### src/ecr_pkg.sv
// Package for the embedded controller register file.
// Holds widths, command codes, register indexes, reset values and the sensor tables.
// Used by ecr_cfg and embedded_controller_regs; it depends on nothing.
package ecr_pkg;

  localparam int RAM_DEPTH = 256;
  localparam int ADDR_W = $clog2(RAM_DEPTH);
  localparam int CFG_INDEX_W = 8;
  localparam int CFG_DATA_W = 16;

  localparam logic [63:0] REFRESH_PERIOD_NS = 64'd500000000;
  localparam int NOISE_LSB = 27;
  localparam logic [15:0] FAN_NOISE_STEP = 16'd50;
  localparam logic [15:0] BATTERY_VOLTAGE_MV = 16'd1140;

  localparam logic [1:0] CMD_DATA_READ = 2'd0;
  localparam logic [1:0] CMD_DATA_WRITE = 2'd1;
  localparam logic [1:0] CMD_STATUS_READ = 2'd2;
  localparam logic [1:0] CMD_COMMAND_WRITE = 2'd3;

  localparam logic [7:0] OPC_RD_ARM = 8'h80;
  localparam logic [7:0] OPC_WR_ARM = 8'h81;

  localparam logic [CFG_INDEX_W-1:0] CFG_CPU_TEMPERATURE = 8'd0;
  localparam logic [CFG_INDEX_W-1:0] CFG_GPU_TEMPERATURE = 8'd1;
  localparam logic [CFG_INDEX_W-1:0] CFG_FAN_SPEED = 8'd2;
  localparam logic [CFG_INDEX_W-1:0] CFG_BATTERY_PERCENT = 8'd3;

  localparam logic [7:0] RST_CPU_TEMPERATURE = 8'd65;
  localparam logic [7:0] RST_GPU_TEMPERATURE = 8'd70;
  localparam logic [15:0] RST_FAN_SPEED = 16'd2200;
  localparam logic [7:0] RST_BATTERY_PERCENT = 8'd87;
  localparam logic [7:0] RST_BACKLIGHT = 8'd100;

  localparam logic [7:0] REG_CPU_TEMP = 8'h07;
  localparam logic [7:0] REG_GPU_TEMP = 8'h0B;
  localparam logic [7:0] REG_FAN_LO = 8'h0E;
  localparam logic [7:0] REG_FAN_HI = 8'h0F;
  localparam logic [7:0] REG_BATTERY = 8'h2C;
  localparam logic [7:0] REG_VOLTAGE_LO = 8'h2E;
  localparam logic [7:0] REG_VOLTAGE_HI = 8'h2F;
  localparam logic [7:0] REG_AC = 8'h42;
  localparam logic [7:0] REG_LID = 8'h46;
  localparam logic [7:0] REG_BACKLIGHT = 8'h5A;
  localparam logic [7:0] REG_VERSION = 8'hFE;
  localparam logic [7:0] REG_STATUS = 8'hFF;
  localparam logic [7:0] VERSION_CODE = 8'h42;

  localparam int REFRESH_STEPS = 11;
  localparam int STEP_W = $clog2(REFRESH_STEPS);

  typedef struct packed {
    logic [7:0] cpu_temperature;
    logic [7:0] gpu_temperature;
    logic [15:0] fan_speed;
    logic [7:0] battery_percent;
  } ecr_cfg_t;

  typedef struct packed {
    logic [ADDR_W-1:0] addr;
    logic [7:0] data;
  } ecr_wr_t;

  function automatic logic [7:0] reset_byte(input logic [ADDR_W-1:0] addr);
    logic [7:0] value;
    value = 8'd0;
    case (addr)
      REG_CPU_TEMP: value = RST_CPU_TEMPERATURE;
      REG_GPU_TEMP: value = RST_GPU_TEMPERATURE;
      REG_FAN_LO: value = RST_FAN_SPEED[7:0];
      REG_FAN_HI: value = RST_FAN_SPEED[15:8];
      REG_BATTERY: value = RST_BATTERY_PERCENT;
      REG_AC: value = 8'd1;
      REG_LID: value = 8'd1;
      REG_BACKLIGHT: value = RST_BACKLIGHT;
      REG_VERSION: value = VERSION_CODE;
      default: value = 8'd0;
    endcase
    return value;
  endfunction

  function automatic ecr_wr_t refresh_entry(input logic [STEP_W-1:0] step,
                                            input ecr_cfg_t cfg,
                                            input logic [1:0] noise);
    ecr_wr_t entry;
    logic [15:0] rpm;
    rpm = cfg.fan_speed + 16'(FAN_NOISE_STEP * 16'(noise));
    entry.addr = REG_STATUS;
    entry.data = 8'd0;
    case (step)
      4'd0: begin
        entry.addr = REG_CPU_TEMP;
        entry.data = cfg.cpu_temperature + 8'(noise);
      end
      4'd1: begin
        entry.addr = REG_GPU_TEMP;
        entry.data = cfg.gpu_temperature + 8'(noise[1]);
      end
      4'd2: begin
        entry.addr = REG_FAN_LO;
        entry.data = rpm[7:0];
      end
      4'd3: begin
        entry.addr = REG_FAN_HI;
        entry.data = rpm[15:8];
      end
      4'd4: begin
        entry.addr = REG_BATTERY;
        entry.data = cfg.battery_percent;
      end
      4'd5: begin
        entry.addr = REG_AC;
        entry.data = 8'd1;
      end
      4'd6: begin
        entry.addr = REG_LID;
        entry.data = 8'd1;
      end
      4'd7: begin
        entry.addr = REG_VERSION;
        entry.data = VERSION_CODE;
      end
      4'd8: begin
        entry.addr = REG_STATUS;
        entry.data = 8'd0;
      end
      4'd9: begin
        entry.addr = REG_VOLTAGE_LO;
        entry.data = BATTERY_VOLTAGE_MV[7:0];
      end
      4'd10: begin
        entry.addr = REG_VOLTAGE_HI;
        entry.data = BATTERY_VOLTAGE_MV[15:8];
      end
      default: begin
        entry.addr = REG_STATUS;
        entry.data = 8'd0;
      end
    endcase
    return entry;
  endfunction

endpackage

### src/ecr_ram.sv
// Generic single-clock RAM with one write port and one registered read port.
// Standalone; width and depth come from its parameters.
module ecr_ram #(
  parameter int WIDTH = 8,
  parameter int DEPTH = 256
) (
  input  logic                     clk,
  input  logic                     we,
  input  logic [$clog2(DEPTH)-1:0] waddr,
  input  logic [WIDTH-1:0]         wdata,
  input  logic                     re,
  input  logic [$clog2(DEPTH)-1:0] raddr,
  output logic [WIDTH-1:0]         rdata
);

  logic [WIDTH-1:0] mem [DEPTH];

  always_ff @(posedge clk) begin
    if (we) begin
      mem[waddr] <= wdata;
    end
    if (re) begin
      rdata <= mem[raddr];
    end
  end

endmodule

### src/ecr_cfg.sv
// Configuration register bank of the embedded controller register file.
// Depends on ecr_pkg for register indexes, reset values and the ecr_cfg_t struct.
module ecr_cfg (
  input  logic                               clk,
  input  logic                               rst,
  input  logic                               cfg_valid,
  output logic                               cfg_ready,
  input  logic [ecr_pkg::CFG_INDEX_W-1:0]    cfg_index,
  input  logic [ecr_pkg::CFG_DATA_W-1:0]     cfg_data,
  output ecr_pkg::ecr_cfg_t                  cfg
);
  import ecr_pkg::*;

  assign cfg_ready = 1'b1;

  always_ff @(posedge clk) begin
    if (rst) begin
      cfg.cpu_temperature <= RST_CPU_TEMPERATURE;
      cfg.gpu_temperature <= RST_GPU_TEMPERATURE;
      cfg.fan_speed <= RST_FAN_SPEED;
      cfg.battery_percent <= RST_BATTERY_PERCENT;
    end else if (cfg_valid && cfg_ready) begin
      case (cfg_index)
        CFG_CPU_TEMPERATURE: cfg.cpu_temperature <= cfg_data[7:0];
        CFG_GPU_TEMPERATURE: cfg.gpu_temperature <= cfg_data[7:0];
        CFG_FAN_SPEED: cfg.fan_speed <= cfg_data;
        CFG_BATTERY_PERCENT: cfg.battery_percent <= cfg_data[7:0];
        default: ;
      endcase
    end
  end

endmodule

### src/embedded_controller_regs.sv
// Top level of the embedded controller register file: command port, sequencer and RAM.
// Depends on ecr_pkg, ecr_cfg and ecr_ram.
//
// After reset the block fills the register RAM with its default bytes, with busy high.
// A data write or command write is taken in S_IDLE without raising busy. A data read
// or status read returns its byte on read_data with read_valid high for one cycle,
// after S_CHECK, or after S_CHECK, S_REFRESH and S_READ when the sensor bytes are due
// for a refresh, since the eleven sensor bytes go one per cycle through the RAM
// write port. The result cannot be held off; busy stays high until it has been shown.
module embedded_controller_regs (
  input  logic                            clk,
  input  logic                            rst,
  input  logic                            start,
  output logic                            busy,
  input  logic [1:0]                      cmd,
  input  logic [7:0]                      data_value,
  input  logic [63:0]                     time_ns,
  output logic                            read_valid,
  output logic [7:0]                      read_data,
  input  logic                            cfg_valid,
  output logic                            cfg_ready,
  input  logic [ecr_pkg::CFG_INDEX_W-1:0] cfg_index,
  input  logic [ecr_pkg::CFG_DATA_W-1:0]  cfg_data
);
  import ecr_pkg::*;

  typedef enum logic [2:0] {
    S_CLEAR,
    S_IDLE,
    S_CHECK,
    S_REFRESH,
    S_READ,
    S_RESP
  } state_t;

  state_t state;
  ecr_cfg_t cfg;
  logic [ADDR_W-1:0] clr_cnt;
  logic [STEP_W-1:0] step;
  logic [1:0] noise;
  logic [ADDR_W-1:0] address;
  logic address_armed;
  logic [63:0] last_refresh_time;
  logic [1:0] cmd_q;
  logic [63:0] time_q;
  logic accept;
  logic refresh_due;
  logic [63:0] elapsed;
  ecr_wr_t refresh_wr;
  logic ram_we;
  logic [ADDR_W-1:0] ram_waddr;
  logic [7:0] ram_wdata;
  logic ram_re;
  logic [7:0] ram_rdata;

  ecr_cfg u_cfg (
    .clk      (clk),
    .rst      (rst),
    .cfg_valid(cfg_valid),
    .cfg_ready(cfg_ready),
    .cfg_index(cfg_index),
    .cfg_data (cfg_data),
    .cfg      (cfg)
  );

  ecr_ram #(
    .WIDTH(8),
    .DEPTH(RAM_DEPTH)
  ) u_ram (
    .clk  (clk),
    .we   (ram_we),
    .waddr(ram_waddr),
    .wdata(ram_wdata),
    .re   (ram_re),
    .raddr(address),
    .rdata(ram_rdata)
  );

  assign busy = (state != S_IDLE);
  assign accept = start && !busy;
  assign elapsed = time_q - last_refresh_time;
  assign refresh_due = (elapsed >= REFRESH_PERIOD_NS);
  assign refresh_wr = refresh_entry(step, cfg, noise);

  always_comb begin
    ram_we = 1'b0;
    ram_waddr = address;
    ram_wdata = data_value;
    case (state)
      S_CLEAR: begin
        ram_we = 1'b1;
        ram_waddr = clr_cnt;
        ram_wdata = reset_byte(clr_cnt);
      end
      S_REFRESH: begin
        ram_we = 1'b1;
        ram_waddr = refresh_wr.addr;
        ram_wdata = refresh_wr.data;
      end
      S_IDLE: begin
        ram_we = accept && (cmd == CMD_DATA_WRITE) && !address_armed;
      end
      default: ram_we = 1'b0;
    endcase
  end

  assign ram_re = ((state == S_CHECK) && !refresh_due) || (state == S_READ);
  assign read_valid = (state == S_RESP);
  assign read_data = ((cmd_q == CMD_STATUS_READ) || address_armed) ? 8'd0 : ram_rdata;

  always_ff @(posedge clk) begin
    if (rst) begin
      state <= S_CLEAR;
      clr_cnt <= '0;
      step <= '0;
      noise <= '0;
      address <= '0;
      address_armed <= 1'b0;
      last_refresh_time <= '0;
      cmd_q <= CMD_DATA_READ;
      time_q <= '0;
    end else begin
      case (state)
        S_CLEAR: begin
          clr_cnt <= clr_cnt + 1'b1;
          if (clr_cnt == ADDR_W'(RAM_DEPTH - 1)) begin
            state <= S_IDLE;
          end
        end
        S_IDLE: begin
          if (accept) begin
            cmd_q <= cmd;
            time_q <= time_ns;
            case (cmd)
              CMD_DATA_WRITE: begin
                if (address_armed) begin
                  address <= data_value;
                  address_armed <= 1'b0;
                end
              end
              CMD_COMMAND_WRITE: begin
                if ((data_value == OPC_RD_ARM) || (data_value == OPC_WR_ARM)) begin
                  address_armed <= 1'b1;
                end
              end
              default: state <= S_CHECK;
            endcase
          end
        end
        S_CHECK: begin
          if (refresh_due) begin
            last_refresh_time <= time_q;
            noise <= time_q[NOISE_LSB+1:NOISE_LSB];
            step <= '0;
            state <= S_REFRESH;
          end else begin
            state <= S_RESP;
          end
        end
        S_REFRESH: begin
          step <= step + 1'b1;
          if (step == STEP_W'(REFRESH_STEPS - 1)) begin
            state <= S_READ;
          end
        end
        S_READ: state <= S_RESP;
        S_RESP: state <= S_IDLE;
        default: state <= S_IDLE;
      endcase
    end
  end

  a_resp_single: assert property (@(posedge clk) disable iff (rst)
    read_valid |=> !read_valid)
    else $error("Result strobe held for more than one cycle.");

  a_resp_while_busy: assert property (@(posedge clk) disable iff (rst)
    read_valid |-> busy && !accept)
    else $error("Result shown while a new transaction could be accepted.");

  a_no_write_at_resp: assert property (@(posedge clk) disable iff (rst)
    (state == S_RESP) |-> !ram_we)
    else $error("RAM written while a read result is shown.");

  a_clear_after_reset: assert property (@(posedge clk)
    $past(rst) && !rst |-> busy && (state == S_CLEAR))
    else $error("Clearing pass not started after reset.");

endmodule
### config.mk
export PLATFORM = sky130hd
export DESIGN_NAME = embedded_controller_regs
export DESIGN_NICKNAME = d
export VERILOG_FILES = /design/src/ecr_pkg.sv /design/src/ecr_ram.sv /design/src/ecr_cfg.sv /design/src/embedded_controller_regs.sv
export SDC_FILE = /design/constraint.sdc
export NUM_CORES = 2
export LEC_CHECK = 0
export ABC_AREA = 1
export BUFFER_PORTS_ARGS = -buffer_cell sky130_fd_sc_hd__buf_4
export CAP_MARGIN = 0
export CORE_ASPECT_RATIO = 0.75
export CORE_MARGIN = 2
export CORE_UTILIZATION = 57
export DETAILED_ROUTE_END_ITERATION = 6
export PLACE_DENSITY_LB_ADDON = 0.12
export SYNTH_ARGS = -nofsm -noshare
export SYNTH_HDL_FRONTEND = slang
export SYNTH_SLANG_ARGS = --single-unit
export TNS_END_PERCENT = 100
### constraint.sdc
create_clock -name clk -period 10 [get_ports clk]
set_clock_uncertainty 0.2 [all_clocks]
set_input_delay 1 -clock clk [delete_from_list [all_inputs] [get_ports clk]]
set_output_delay 1 -clock clk [all_outputs]
set_load 0.005 [all_outputs]
* Word-level counts from Yosys, hierarchy flattened
Memory sizes are Yosys's and may differ from the RTL's. A register that Yosys moved wholly into a read port is not among the register bits.
Cells that the tools add are included.
** Operators by class
- Reduce and logical (&&, ||, !) cells :: 28
- Multiplexer cells :: 18
- Equality and inequality tests :: 39
- Div/mod/pow operators :: 0
- Add/sub/neg operators :: 6
- Bitwise gates (word level) :: 0
- Order comparisons :: 1
- Shift operators :: 0
- Multipliers :: 1
** Operator list (count)
- 16-bit case mux with 10 select lines :: 1
- 64-bit by 29-bit greater-or-equal comparator with 1-bit output, second input constant :: 1
- 8-bit case mux with 8 select lines :: 1
- 64-bit subtractor :: 1
- 8-bit equality test, second input constant :: 4
- 8-bit case mux with 2 select lines :: 2
- 8-bit by 4-bit equality test with 1-bit output, second input constant :: 3
- 8-bit by 7-bit equality test with 1-bit output, second input constant :: 3
- 16-bit by 8-bit adder with 16-bit output :: 1
- 4-bit by 3-bit equality test with 1-bit output, second input constant :: 4
- 8-bit by 2-bit equality test with 1-bit output, second input constant :: 2
- 3-bit two-way mux :: 5
- 3-bit case mux with 5 select lines :: 1
- 2-bit AND reduction :: 7
- 2-bit inequality test, second input constant :: 6
- 4-bit AND reduction :: 3
- 8-bit by 1-bit adder with 8-bit output :: 1
- 8-bit by 1-bit adder with 8-bit output, second input constant :: 1
- 8-bit by 2-bit adder with 8-bit output :: 1
- 4-bit by 2-bit equality test with 1-bit output, second input constant :: 2
- 4-bit equality test, second input constant :: 2
- 8-bit by 1-bit equality test with 1-bit output, second input constant :: 1
- 8-bit by 3-bit equality test with 1-bit output, second input constant :: 1
- 8-bit by 6-bit equality test with 1-bit output, second input constant :: 1
- 22 further kinds :: 38
** Storage, ports and cells
- Memory bits (read-only) :: 0
- Memories :: 1
- Word-level logic and storage cells :: 107
- Bits in writable memories :: 2048
- Output and inout bits :: 11
- Latch bits :: 0
- Register bits after elaboration :: 196
- Input port bits :: 102
** Memories
- u_ram.mem :: words 256, width 8, read ports 1, clocked after Yosys merged registers in 1, wr ports 1, line ecr_ram.sv:16 : logic [WIDTH-1:0] mem [DEPTH];

* Longest topological paths before layout
- Depth in word-level cells :: 8
- Depth in mapped cells :: 26
- Mapped depth without buffers :: 25

* Hierarchy
Synthesis repeated with hierarchy kept, for this count alone.
** Second synthesis, totals
- Cell total of the unflattened synthesis :: 9654
- Area, all modules :: 98739.7 µm²
** Modules (own cells, without submodules)
- ecr_ram :: cells an instance 7003, seq. area each 61739.2 µm², area each 83476.3 µm², times used 1
- embedded_controller_regs :: cells an instance 2408, seq. area each 3083.0 µm², area each 13491.7 µm², times used 1
- ecr_cfg :: cells an instance 243, seq. area each 800.8 µm², area each 1771.7 µm², times used 1

* Worst setup path before layout
OpenSTA, ideal clock, no wires.
- Kind :: register to register
- From :: register clr_cnt[3]
- To :: memory u_ram.mem[0][2], data pin
- Path slack :: -0.120 ns
- Library setup time :: 1.629 ns
- Data required time :: 8.171 ns
- Data arrival time :: 8.291 ns
- Stages on the path, launching flop included :: 8
- Clock period less this slack :: 10.120 ns
- Buffers on the path :: 1
- Cells stage by stage :: dfxtp_1 > clkbuf_1 > inv_1 > nor2_1 > inv_1 > nor4_1 > nor3b_1 > o221ai_1
** Between the ends
- Longest elaborated chain between the ends :: 4
- Elaborated cells on any way between the ends :: 12
- Classes of those cells :: eq/ne (9); mux (2); reduce/logical (1)
** Ends and longest elaborated chain
- from (decl) :: line embedded_controller_regs.sv:38 : logic [ADDR_W-1:0] clr_cnt;
- from (signal assigned) :: line embedded_controller_regs.sv:125 : clr_cnt <= clr_cnt + 1'b1;
- 8-bit by 7-bit equality test with 1-bit output :: line ecr_pkg.sv:67 : case (addr)
- 2-bit OR reduction (no source line)
- 8-bit case mux with 8 select lines (*) :: line ecr_pkg.sv:67
- 8-bit case mux with 2 select lines (*) :: line embedded_controller_regs.sv:89 : case (state)
- named net ram_wdata[2] :: line embedded_controller_regs.sv:52 : logic [7:0] ram_wdata;
- to (decl) :: line ecr_ram.sv:16
Mark *: on every way through the listed nets, which the timed path passes. The rest lies on a longest branch.

* Final worst setup path
- From :: register noise[0]
- To :: memory u_ram.mem[48][5], data pin
** Between the ends
- Longest elaborated chain between the ends :: 4
- Elaborated cells on any way between the ends :: 5
- Classes of those cells :: add/sub (2); mul (1); mux (2)
** Ends and longest elaborated chain
- from (decl) :: line embedded_controller_regs.sv:40 : logic [1:0] noise;
- from (signal assigned) :: line embedded_controller_regs.sv:153 : noise <= time_q[NOISE_LSB+1:NOISE_LSB];
- 5-bit by 2-bit multiplier with 7-bit output :: line ecr_pkg.sv:87 : rpm = cfg.fan_speed + 16'(FAN_NOISE_STEP * 16'(noise));
- 16-bit by 8-bit adder with 16-bit output :: line ecr_pkg.sv:87
- 16-bit case mux with 10 select lines (*) :: line ecr_pkg.sv:90 : case (step)
- 8-bit case mux with 2 select lines (*) :: line embedded_controller_regs.sv:89
- named net ram_wdata[5] :: line embedded_controller_regs.sv:52
Marks and branches as above.

==> results_dict.tcl <==
set metrics [dict create \
    vias 68600 \
    drtAntennaViolNets 0 \
    clockBufferDepth 3 \
    core-area_sq_mm 0.167 \
    internal_power_w 0.0143 \
    dominantRegCellSynth "edfxtp_1" \
    cts_tree "done" \
    synth-edff-count 2056 \
    ys_seq_area_share_pct 68.3 \
    synth.distinct_cells 57 \
    cts.sinks 2250 \
    met3_length_microns 31400 \
    timing.rr.end "u_ram.mem[48][5]$_DFFE_PP_" \
    detailedPlace.worstSlack_ns 4.91 \
    drt_pass1_iterations 7 \
    numCtsBuffers 206 \
    wl_per_cell_microns 24.6 \
    synth_largest_area_cell "edfxtp_1" \
    track_usage_pct 31.4 \
    p_switching_w 0.00362 \
    max_cap_violations 0 \
    dieHeight_microns 360 \
    io-pin-count 113 \
    rsz0062_at_grt "false" \
    synth_cells 8888 \
    min_path_cells 3 \
    min_path_type "input pin to flip-flop" \
    min_period_over_period_pct 50.9 \
    cts_resized 0 \
    start_util_pct 57.4 \
    postCtsSetupRepairBufs 0 \
    wl_met2_microns 118000 \
    slew_headroom_pct 8.78 \
    cp.required_ns 10.30 \
    die-width_microns 478 \
    ys_ff_latch 2250 \
    layout-drive-gt1-share_pct 6.08 \
    start_kind "flip-flop" \
    area_delta_synth_final_pct 9.21 \
    path_max_fanout 173 \
    final_hold_viol_count 0 \
    combPwrFrac_pct 0.9 \
    routed.top_layer "met5" \
    worst_pin_slew_ns 1.37 \
    die_area_sq_mm 0.172 \
    reg2reg_depth 20 \
    r2r_setup_slack_ns 4.91 \
    max_freq_ghz 0.196 \
    dp.cells 10800 \
    worstReg2RegStart "noise[0]$_SDFFE_PP0P_" \
    yosysTopAreaCellShare_pct 64.3 \
    timing.hold.ws_ns 0.167 \
    drt-met1-wl_microns 118000 \
    power.clock.fraction_pct 42.6 \
    cts_hold_buf 0 \
    first_global_vias 63100 \
    stdcell_count 11200 \
    clk_latency_ns 0.85 \
    final_nets 8942 \
    ir_drop_mv 0.154 \
    setup_viol 0 \
    yosysWarnings 0 \
    syn_nets 9075 \
    drt_iter0_markers 9002 \
    num_rows 130 \
    status "complete, but fails checks" \
    gp_congestion 0.965 \
    critPathArrivalTime_ns 5.39 \
    port_buffers 111 \
    setup.worst_path.end_class "flip-flop" \
    fin_ws_ns 4.91 \
    p_leak_nw 37.3 \
    fin_tns_setup_ns 0 \
    dp_hpwl_microns 165000 \
    synthArstFlopShare_pct 0 \
    crit_type "flip-flop to flip-flop" \
    min_period_ns 5.09 \
    crit_end "u_ram.mem[48][5]$_DFFE_PP_" \
    grt_antenna_before_repair 7 \
    final_common_cell "nor2_1" \
    grt_start_max_net_pins 215 \
    avgSynthCellArea_sq_um 10.8 \
    cts-htree-levels 4 \
    final_cell_mix "nor2_1, edfxtp_1, o21ai_0" \
    viasPerCell 6.14 \
    violations "DRC" \
    grt_pass1_wl_microns 409000 \
    path_clk_slew_ns 0.07 \
    routed_wl_microns 275000 \
    cts_root_buffer "clkbuf_16" \
    slew_viol_final 0 \
    switching_share_pct 20.2 \
    grt.overflow.total 0 \
    fin_util_pct 62.7 \
    p_per_area_mw_per_mm2 171 \
    drc_errors 1 \
    seqPwrFrac_pct 56.5 \
    ys_top_cells_by_area "edfxtp_1, nor2_1, o21ai_0, o22ai_1, dfxtp_1" \
    synth.cell_area_sq_mm 0.0961 \
    cp-startpoint "noise[0]$_SDFFE_PP0P_" \
]
-- through the flow --
stage	area, sq um	total power [W]
after floorplan	96100	0.0104
after global placement	98500	0.0105
after detailed placement	98500	0.0105
after CTS	105000	0.0180
after global routing	105000	0.0183
final	105000	0.0179
-- power by group through the flow --
stage	Combinational [W]	Clock [W]	Sequential (W)
2_1_floorplan	0.0000597	0	0.0103
3_3_place_gp	0.000153	0	0.0103
3_5_place_dp	0.000153	0	0.0103
4_1_cts	0.000154	0.00768	0.0101
5_1_grt	0.000165	0.00806	0.0101
6_report	0.000159	0.00764	0.0101
-- sequential cells by signal (all words and copies together) (netlist names) --
name and cells:
address 8, address_armed 1, clr_cnt 8, cmd_q 2, last_refresh_time 63, noise 1, state 3, step 4
time_q 64, u_cfg.cfg 40, u_ram.mem 2048, u_ram.rdata 8
-- worst min-delay path by stage --
stage	start	end	slack, ns
6_report	time_ns[23]	time_q[23]$_SDFFE_PP0P_	0.17
3_3_place_gp	cmd_q[1]$_SDFFE_PP0P_	cmd_q[1]$_SDFFE_PP0P_	0.26
4_1_cts	time_ns[23]	time_q[23]$_SDFFE_PP0P_	0.11
3_5_place_dp	cmd_q[0]$_SDFFE_PP0P_	cmd_q[0]$_SDFFE_PP0P_	0.26
2_1_floorplan	cmd_q[1]$_SDFFE_PP0P_	cmd_q[1]$_SDFFE_PP0P_	0.23
5_1_grt	time_ns[23]	time_q[23]$_SDFFE_PP0P_	0.16
-- worst max-delay path, cell delays in order, from the launching register on --
cell      delay (ns)
dfxtp_1         0.47
ha_1            0.25
fa_1            0.22
inv_1           0.06
o21ai_0         0.30
nand2_1         0.10
nand2_1         0.08
nand2_1         0.05
nand2_1         0.09
nand2_1         0.06
a21oi_1         0.15
nand2_1         0.10
nor2_1          0.17
inv_1           0.08
o21ai_0         0.15
nand3_1         0.10
nand4_1         0.07
o21ai_0         0.08
o211ai_1        0.16
buf_12          0.59
buf_4           0.87
-- cell type report --
cell class	count	area [sq um]
Timing Repair Buffer	202	1650
Multi-Input combinational cell	5563	26300
Sequential cell	2250	65600
Tap cell	2244	2810
Clock buffer	265	5430
Inverter	532	2020
Antenna cell	1	2.50
Fill cell	13400	62500
Clock inverter	112	992
-- cells by family (layout without fill, tap and decap cells) --
family,Yosys count,in the layout,share of synthesized area (%)
AND/OR/NAND/NOR,3094,3094,12.6
buffers and inverters,1075,1111,4.35
other,1,2,0.00390
flip-flops,2250,2250,68.3
adder cells (fa/ha/maj),85,85,1.13
AO/OA/AOI/OAI,2367,2367,13.5
XOR/XNOR,16,16,0.146
-- routing by layer --
metal  track usage (%)  vias up
met5             0.527        -
met4              8.74       10
met3              7.48      446
met2              44.8     3616
met1              48.1    33300
li1                  -    31200
-- cells in the mapped netlist (all sizes together) (24+ instances only) --
| cell | number |
|---|---|
| nand4 | 24 |
| edfxtp | 2056 |
| o32ai | 36 |
| nand2 | 788 |
| clkbuf | 443 |
| a21oi | 118 |
| ha | 82 |
| inv | 529 |
| nor3 | 25 |
| nor2 | 2132 |
| o22ai | 643 |
| nand3 | 94 |
| o21ai | 1521 |
| dfxtp | 194 |
| buf | 100 |
No activity file was read; power rests on OpenSTA's default activity.
